### src/rtl/core/kncp_pkg.sv
package kncp_pkg;

  // Sizing of the state; TABLE_ENTRIES must be a power of two.
  localparam int MAX_ORDER     = 8;
  localparam int TABLE_ENTRIES = 65536;
  localparam int PROBE_LIMIT   = 128;

  localparam int ORD_W  = $clog2(MAX_ORDER + 1);
  localparam int CTX_AW = (MAX_ORDER > 1) ? $clog2(MAX_ORDER) : 1;
  localparam int TBL_AW = $clog2(TABLE_ENTRIES);
  localparam int PRB_W  = $clog2(PROBE_LIMIT + 1);
  localparam int KEY_W  = 64;
  localparam int CNT_W  = 32;
  localparam int DIV_W  = 47;
  localparam int SUF_W  = 10;
  localparam int BC_AW  = 8;

  localparam logic [KEY_W-1:0] FNV_BASIS = 64'hcbf29ce484222325;
  localparam logic [KEY_W-1:0] GOLDEN    = 64'h9e3779b97f4a7c15;
  localparam logic [SUF_W-1:0] SUF_TOTAL = 10'd512;
  localparam logic [SUF_W-1:0] SUF_TYPES = 10'd513;
  localparam logic [CNT_W-1:0] CNT_MAX   = '1;

  localparam logic CFG_ORD_CAP   = 1'b0;
  localparam logic CFG_DISCOUNT  = 1'b1;
  localparam logic CMD_TRAIN     = 1'b0;
  localparam logic CMD_EVAL      = 1'b1;

  typedef enum logic [1:0] {TB_CLEAR, TB_IDLE, TB_ISSUE, TB_CMP} tbl_state_e;
  typedef enum logic [0:0] {DV_IDLE, DV_RUN} div_state_e;
  typedef enum logic [4:0] {
    ST_CLEAR, ST_IDLE, ST_BRD, ST_BUSE, ST_MARG, ST_HASH,
    ST_TCONT, ST_TTOT, ST_TTYP, ST_ETOT, ST_ECNT, ST_ETYP,
    ST_EPK, ST_ELAM, ST_EMUL, ST_ESUM, ST_OUT
  } st_e;

  typedef struct packed {
    logic             start;
    logic             add;
    logic [KEY_W-1:0] key;
  } tbl_req_t;

  typedef struct packed {
    logic             done;
    logic             ready;
    logic [CNT_W-1:0] count;
  } tbl_rsp_t;

  typedef struct packed {
    logic             start;
    logic [DIV_W-1:0] num;
    logic [DIV_W-1:0] den;
  } div_req_t;

  typedef struct packed {
    logic             done;
    logic [CNT_W-1:0] quo;
  } div_rsp_t;

  function automatic logic [CNT_W-1:0] sat_inc(input logic [CNT_W-1:0] x);
    return (x == CNT_MAX) ? x : x + 1'b1;
  endfunction

  // One FNV-1a step; the prime is 2^40 + 2^8 + 0xb3.
  function automatic logic [KEY_W-1:0] fnv_step(input logic [KEY_W-1:0] h,
                                                input logic [7:0] b);
    logic [KEY_W-1:0] x;
    x = h ^ {56'd0, b};
    return (x << 40) + (x << 8) + (x * 64'd179);
  endfunction

  function automatic logic [KEY_W-1:0] make_key(input logic [KEY_W-1:0] h,
                                                input logic [SUF_W-1:0] suf);
    logic [KEY_W-1:0] m;
    m = {{(KEY_W-SUF_W){1'b0}}, suf} * GOLDEN;
    return (h ^ m) | 64'd1;
  endfunction

endpackage

### src/rtl/core/kncp_div.sv
module kncp_div (
  input  logic               clk_i,
  input  logic               rst_ni,
  input  kncp_pkg::div_req_t req_i,
  output kncp_pkg::div_rsp_t rsp_o
);
  import kncp_pkg::*;

  div_state_e       state_q, state_d;
  logic [DIV_W-1:0] r_q, r_d, den_q, den_d, r2;
  logic [CNT_W-1:0] q_q, q_d;
  logic [4:0]       n_q, n_d;
  logic             done_q, done_d;

  always_ff @(posedge clk_i or negedge rst_ni) begin
    if (!rst_ni) begin
      state_q <= DV_IDLE;
      r_q     <= '0;
      den_q   <= '0;
      q_q     <= '0;
      n_q     <= '0;
      done_q  <= 1'b0;
    end else begin
      state_q <= state_d;
      r_q     <= r_d;
      den_q   <= den_d;
      q_q     <= q_d;
      n_q     <= n_d;
      done_q  <= done_d;
    end
  end

  // Restoring division, one quotient bit a cycle.
  always_comb begin
    state_d = state_q;
    r_d     = r_q;
    den_d   = den_q;
    q_d     = q_q;
    n_d     = n_q;
    done_d  = 1'b0;
    r2      = r_q << 1;
    unique case (state_q)
      DV_IDLE: begin
        if (req_i.start) begin
          den_d = req_i.den;
          if (req_i.den == '0 || req_i.num >= req_i.den) begin
            q_d    = CNT_MAX;
            done_d = 1'b1;
          end else begin
            r_d     = req_i.num;
            q_d     = '0;
            n_d     = '0;
            state_d = DV_RUN;
          end
        end
      end
      DV_RUN: begin
        if (r2 >= den_q) begin
          r_d = r2 - den_q;
          q_d = {q_q[CNT_W-2:0], 1'b1};
        end else begin
          r_d = r2;
          q_d = {q_q[CNT_W-2:0], 1'b0};
        end
        n_d = n_q + 1'b1;
        if (n_q == 5'd31) begin
          done_d  = 1'b1;
          state_d = DV_IDLE;
        end
      end
      default: state_d = DV_IDLE;
    endcase
  end

  assign rsp_o.done = done_q;
  assign rsp_o.quo  = q_q;
endmodule

### config.mk
export PLATFORM = sky130hd
export DESIGN_NAME = kncp_div
export DESIGN_NICKNAME = d
export VERILOG_FILES = /design/src/rtl/core/kncp_pkg.sv /design/src/rtl/core/kncp_div.sv
export SDC_FILE = /design/constraint.sdc
export NUM_CORES = 1
export LEC_CHECK = 0
export BUFFER_PORTS_ARGS = -buffer_cell sky130_fd_sc_hd__buf_4
export CORE_MARGIN = 4
export CORE_UTILIZATION = 60
export DETAILED_ROUTE_END_ITERATION = 6
export PLACE_DENSITY = 0.94
export SLEW_MARGIN = 10
export SYNTH_ARGS = -nofsm -noshare
export SYNTH_HDL_FRONTEND = slang
export SYNTH_SLANG_ARGS = --single-unit
### constraint.sdc
create_clock -name clk_i -period 3.4 [get_ports clk_i]
set_input_delay 0.51 -clock clk_i [delete_from_list [all_inputs] [get_ports clk_i]]
set_output_delay 0.51 -clock clk_i [all_outputs]
set_load 0.03 [all_outputs]
# == After elaboration in Yosys (flattened, before gate mapping) ==
# Cells that the tools add are included.
# word_totals
register_bits,132
input_bits,97
out_inout_bits,33
word_cells,37
# classes
n_addsub,2
magnitude_cmp,2
eq_ne,3
muxes,19
n_bitwise,1
reduce_logical,4
# ops
cell,n
two-way mux 46 bit,3
>= comparator 47 bit,2
case mux 46 bit (2 select lines),1
two-way mux 32 bit,2
case mux 32 bit (2 select lines),1
logical NOT 47 bit,1
subtractor 46 bit,1
two-way mux 5 bit,2
case mux 5 bit (2 select lines),1
two-way mux 1 bit,7
adder 5 x 1 -> 5 bit (second input constant),1
equality test 5 bit (second input constant),1
!= test 2 bit (second input constant),2
case mux 1 bit (2 select lines),2
AND reduction 2 bit,2
logical OR 1 bit,1
inverter 1 bit,1

# == Logic depth before layout (Yosys ltp) ==
# depth
word_depth,5
ltp_mapped,14
ltp_nobuf,12

# == Worst setup path after synthesis ==
# Ideal clock, no wire load.
# synth_timing
path_type,register to register
from,register r_q[0]
to,register r_q[38]
setup_time_ps,74
arrival_time_ps,2637
t_required_ps,3326
slack_ps,689
stages_incl_launch_ff,11
path_buffers,0
period_less_slack_ps,2711
cell_sequence,dfrtp_1 > fa_1 > a21o_1 > a221o_1 > a21oi_4 > o31ai_4 > a31oi_4 > a2111oi_1 > or3b_1 > a31o_1 > o21ai_2
# synth_between
elab_chain_cells,3
elab_cells_between_ends,4
classes_between,1 x add/sub; 1 x order compare; 2 x mux
# synth_rtl
element,line_no,source
from (decl),kncp_div.sv:10,"logic [DIV_W-1:0] r_q, r_d, den_q, den_d, r2;"
from (signal assigned),kncp_div.sv:25,r_q <= r_d;
subtractor 46 bit or >= comparator 47 bit (tied branches),"kncp_div.sv:59, kncp_div.sv:58",
two-way mux 46 bit *,kncp_div.sv:58,if (r2 >= den_q) begin
case mux 46 bit (2 select lines) *,kncp_div.sv:42,unique case (state_q)
# Mark *: on every way between the ends. The rest lies on a longest branch, timed or not.
# A chain may end at the register's enable or synchronous reset.

# == Worst setup path in the final report ==
# layout_timing
from,register r_q[22]
to,register r_q[8]
# layout_between
elab_chain_cells,3
# layout_rtl
element,line_no
>= comparator 47 bit,kncp_div.sv:58
two-way mux 46 bit,kncp_div.sv:58
case mux 46 bit (2 select lines),kncp_div.sv:42
# Every way passes these cells.

==> out/metrics.yaml <==
outcome:
  status: "finished, final reports clean"
worst_setup_path:
  cp.required_ns: 3.67
  cp_top_family: "compound AO/OA/AOI/OAI gates"
  path_class: "reg2reg"
  worst-path-buf-inv: 1
  crit_slowest_cell: "o41ai_4"
  crit_path_end_kind: "flop"
  arrival_ns: 3.43
  crit_chain: "ha_1 > nand4_1 > nor3_2 > o2111ai_1 > a31oi_1 > nor3_2 > o41ai_4 > buf_12 > mux2_2 > nand2_1 > o21ai_0"
  crit_top_cell: "nor3_2"
  start_kind: "flop"
  max_stage_delay_ns: 0.49
  cp_max_fo: 23
routing:
  routed_wl_mm: 30.43
  wl_per_cell_um: 19.02
  via_per_inst: 6.216
  drt_iter0_drc: 884
  ant_nets: 0
  vias: 9946
  dr.pass1.iters: 6
  drc: 0
floorplanning:
  dieWidth_um: 138.0
  design.core.area_um2: 16580
  die_h_um: 138.0
  initial_core_util: 0.6116
  dieArea_um2: 19050
  rows: 47
  ios: 130
sta:
  finalCriticalPeriod_ns: 3.163
  clock_skew_ns: 0.009673
  tns_ns: 0
  setup_viol: 0
  slew_viol_final: 0
  holdWs_ns: 0.1214
  maxSlewHeadroom: 0.4253
  worst_pin_slew_ns: 0.8621
  hold_viol: 0
  post-route-period-util: 0.9302
  rsz0062_at_grt: "no"
  fmax_ghz: 0.3162
yosys:
  syn_inst: 1241
  synthSimpleGateAreaFrac: 0.1485
  yosysWarnings: 0
  synth-edff-count: 0
  yosysSeqAreaShare: 0.3257
  ys_ff_latch: 132
  avgSynthCellArea_um2: 8.173
  synth_fa_ha_area_frac: 0.1204
  synth_mux_area_frac: 0.05712
  synth_top_family_by_area: "compound AO/OA/AOI/OAI gates"
  synth-compound-area-share: 0.2465
  ys_async_sr_fraction: 1.000
  syn_area_um2: 10140
  synth_cell_type_count: 64
  synthTopCellsByArea: "dfrtp_1 (33%), ha_1 (12%), o21ai_0 (8.5%)"
  synth_xor_area_frac: 0.03195
  synth_ff_type: "dfrtp_1"
  synth_top_area_frac: 0.3257
  synth_nets: 1435
  yosysTopAreaCell: "dfrtp_1"
grt:
  use_met2: 0.5275
  top_usage_layer: "met2"
  grt_pass1_wl_mm: 49.42
  grt_use_total: 0.3150
  grt_pass1_vias: 9731
  met1_usage: 0.3852
  met3_usage: 0.08218
  overflow: 0
  grt_antenna_before_repair: 0
  grt_max_degree: 95
job:
  cap_violations: 0
cells_and_area:
  drive_above_1_share: 0.1652
  area_growth_pct: 18.89
  n_antenna_cell: 0
  final_area_um2: 12060
  nets: 1561
place:
  gp_congestion: 1.048
  placed_area_um2: 11490
  dpl.hpwl_mm: 22.24
  io_buffer_count: 129
pwr:
  cellPowerDensity_nw_per_um2: 1277
  peakVddDrop_mv: 0.7101
  cellLeakagePower_nw: 6.016
clock_network:
  cts_resized: 0
  cts_max_level: 4
  cts_hold_buf: 0
  clk_latency_ns: 0.44
  clockRootBuffer: "clkbuf_16"
  cts_tree: "built"
  postCtsSetupBuffers: 0
  clkTransAtPathRegs_ns: 0.06
  clock_sinks: 132
  cts_buffer_depth: 2
  cts_buffers: 17
hold_path:
  hp-class: "in2async"
metrics by stage:
| step | cells | power [W] | util | worst slack (ns) |
|---|---|---|---|---|
| 3_3_place_gp | 1568 | 0.01283 | 0.6928 | 0.1588 |
| 3_5_place_dp | 1568 | 0.01318 | 0.6928 | 0.02650 |
| 5_1_grt | 1600 | 0.01659 | 0.7271 | 0.01286 |
| 4_1_cts | 1600 | 0.01524 | 0.7271 | 0.2595 |
| 2_1_floorplan | 1241 | 0.01061 | - | 0.6888 |
| 6_report | 1600 | 0.01540 | 0.7271 | 0.2372 |
flip-flops by register name, summed over array words and instances (netlist names):
register  flops
state_q       1
q_q          32
done_q        1
den_q        47
n_q           5
r_q          46
worst reg2reg max path: stages, from the launching register on:
cell       delay (ns)
dfrtp_1          0.40
ha_1             0.44
nand4_1          0.17
nor3_2           0.22
o2111ai_1        0.15
a31oi_1          0.23
nor3_2           0.09
o41ai_4          0.49
buf_12           0.22
mux2_2           0.36
nand2_1          0.08
o21ai_0          0.14
metal layers:
layer	wire length, µm	up-vias
li1	-	4644
met1	12080	4751
met2	14640	460
met3	2455	91
met4	1254	0
met5	0	-
power breakdown:
group	total, W	internal [W]	switching, W
clock	0.00182	0.00104	0.000784
sequential	0.00305	0.00245	0.000607
combinational	0.0105	0.00437	0.00616
cell type report:
cell class / instances / area [µm²]
sequential: 132 / 3307
inverter: 113 / 424.2
clock inverter: 12 / 122.6
timing repair buffer: 166 / 1321
tap: 220 / 275.3
fill: 1189 / 4526
multi-input combinational: 937 / 6161
clock buffer: 20 / 446.7
cells in the final DEF, fill, tap and decap left out, types with 7 or more instances in the layout:
| master | instances |
|---|---|
| a211oi_1 | 7 |
| a21o_1 | 60 |
| a21oi_1 | 85 |
| a31oi_1 | 10 |
| and3_1 | 8 |
| buf_4 | 160 |
| clkbuf_16 | 17 |
| dfrtp_1 | 131 |
| ha_1 | 96 |
| inv_1 | 113 |
| mux2_2 | 15 |
| mux2i_1 | 41 |
| nand2_1 | 154 |
| nand3_1 | 10 |
| nand4_1 | 32 |
| nor2_1 | 81 |
| nor3_1 | 8 |
| nor4_1 | 15 |
| o211ai_1 | 19 |
| o21ai_0 | 173 |
| o21ai_1 | 9 |
| o21bai_1 | 9 |
| or3_1 | 8 |
| xnor2_1 | 24 |
| xor2_1 | 13 |
worst paths after layout:
| check | from | cells past startpoint | to | slack (ns) |
|---|---|---|---|---|
| max | r_q[22] | 11 | r_q[8] | 0.24 |
| min | rst_ni | 1 | den_q[11] | 0.12 |
| max reg2reg | r_q[22] | 11 | r_q[8] | 0.24 |
| min reg2reg | q_q[13] | 2 | q_q[14] | 0.52 |
| max in group asynchronous | rst_ni | 2 | r_q[31] | 2.37 |
| min in group clk_i | req_i[42] | 3 | den_q[42] | 0.29 |
kinds of logic after synthesis:
family	Yosys count
AO/OA/AOI/OAI	411
XOR/XNOR	37
adder cells (fa/ha/maj)	97
buffers and inverters	172
flip-flops	132
multiplexers	56
AND/OR/NAND/NOR	336
Yosys cell counts (19+ instances only):
cell,number
mux2i_1,41
a21o_1,60
o211ai_1,19
nand4_1,32
ha_1,96
clkbuf_1,36
a21oi_1,85
inv_1,113
nor2_1,81
nand2_1,154
xnor2_1,24
o21ai_0,173
dfrtp_1,132
(Power assumes the default switching activity.)
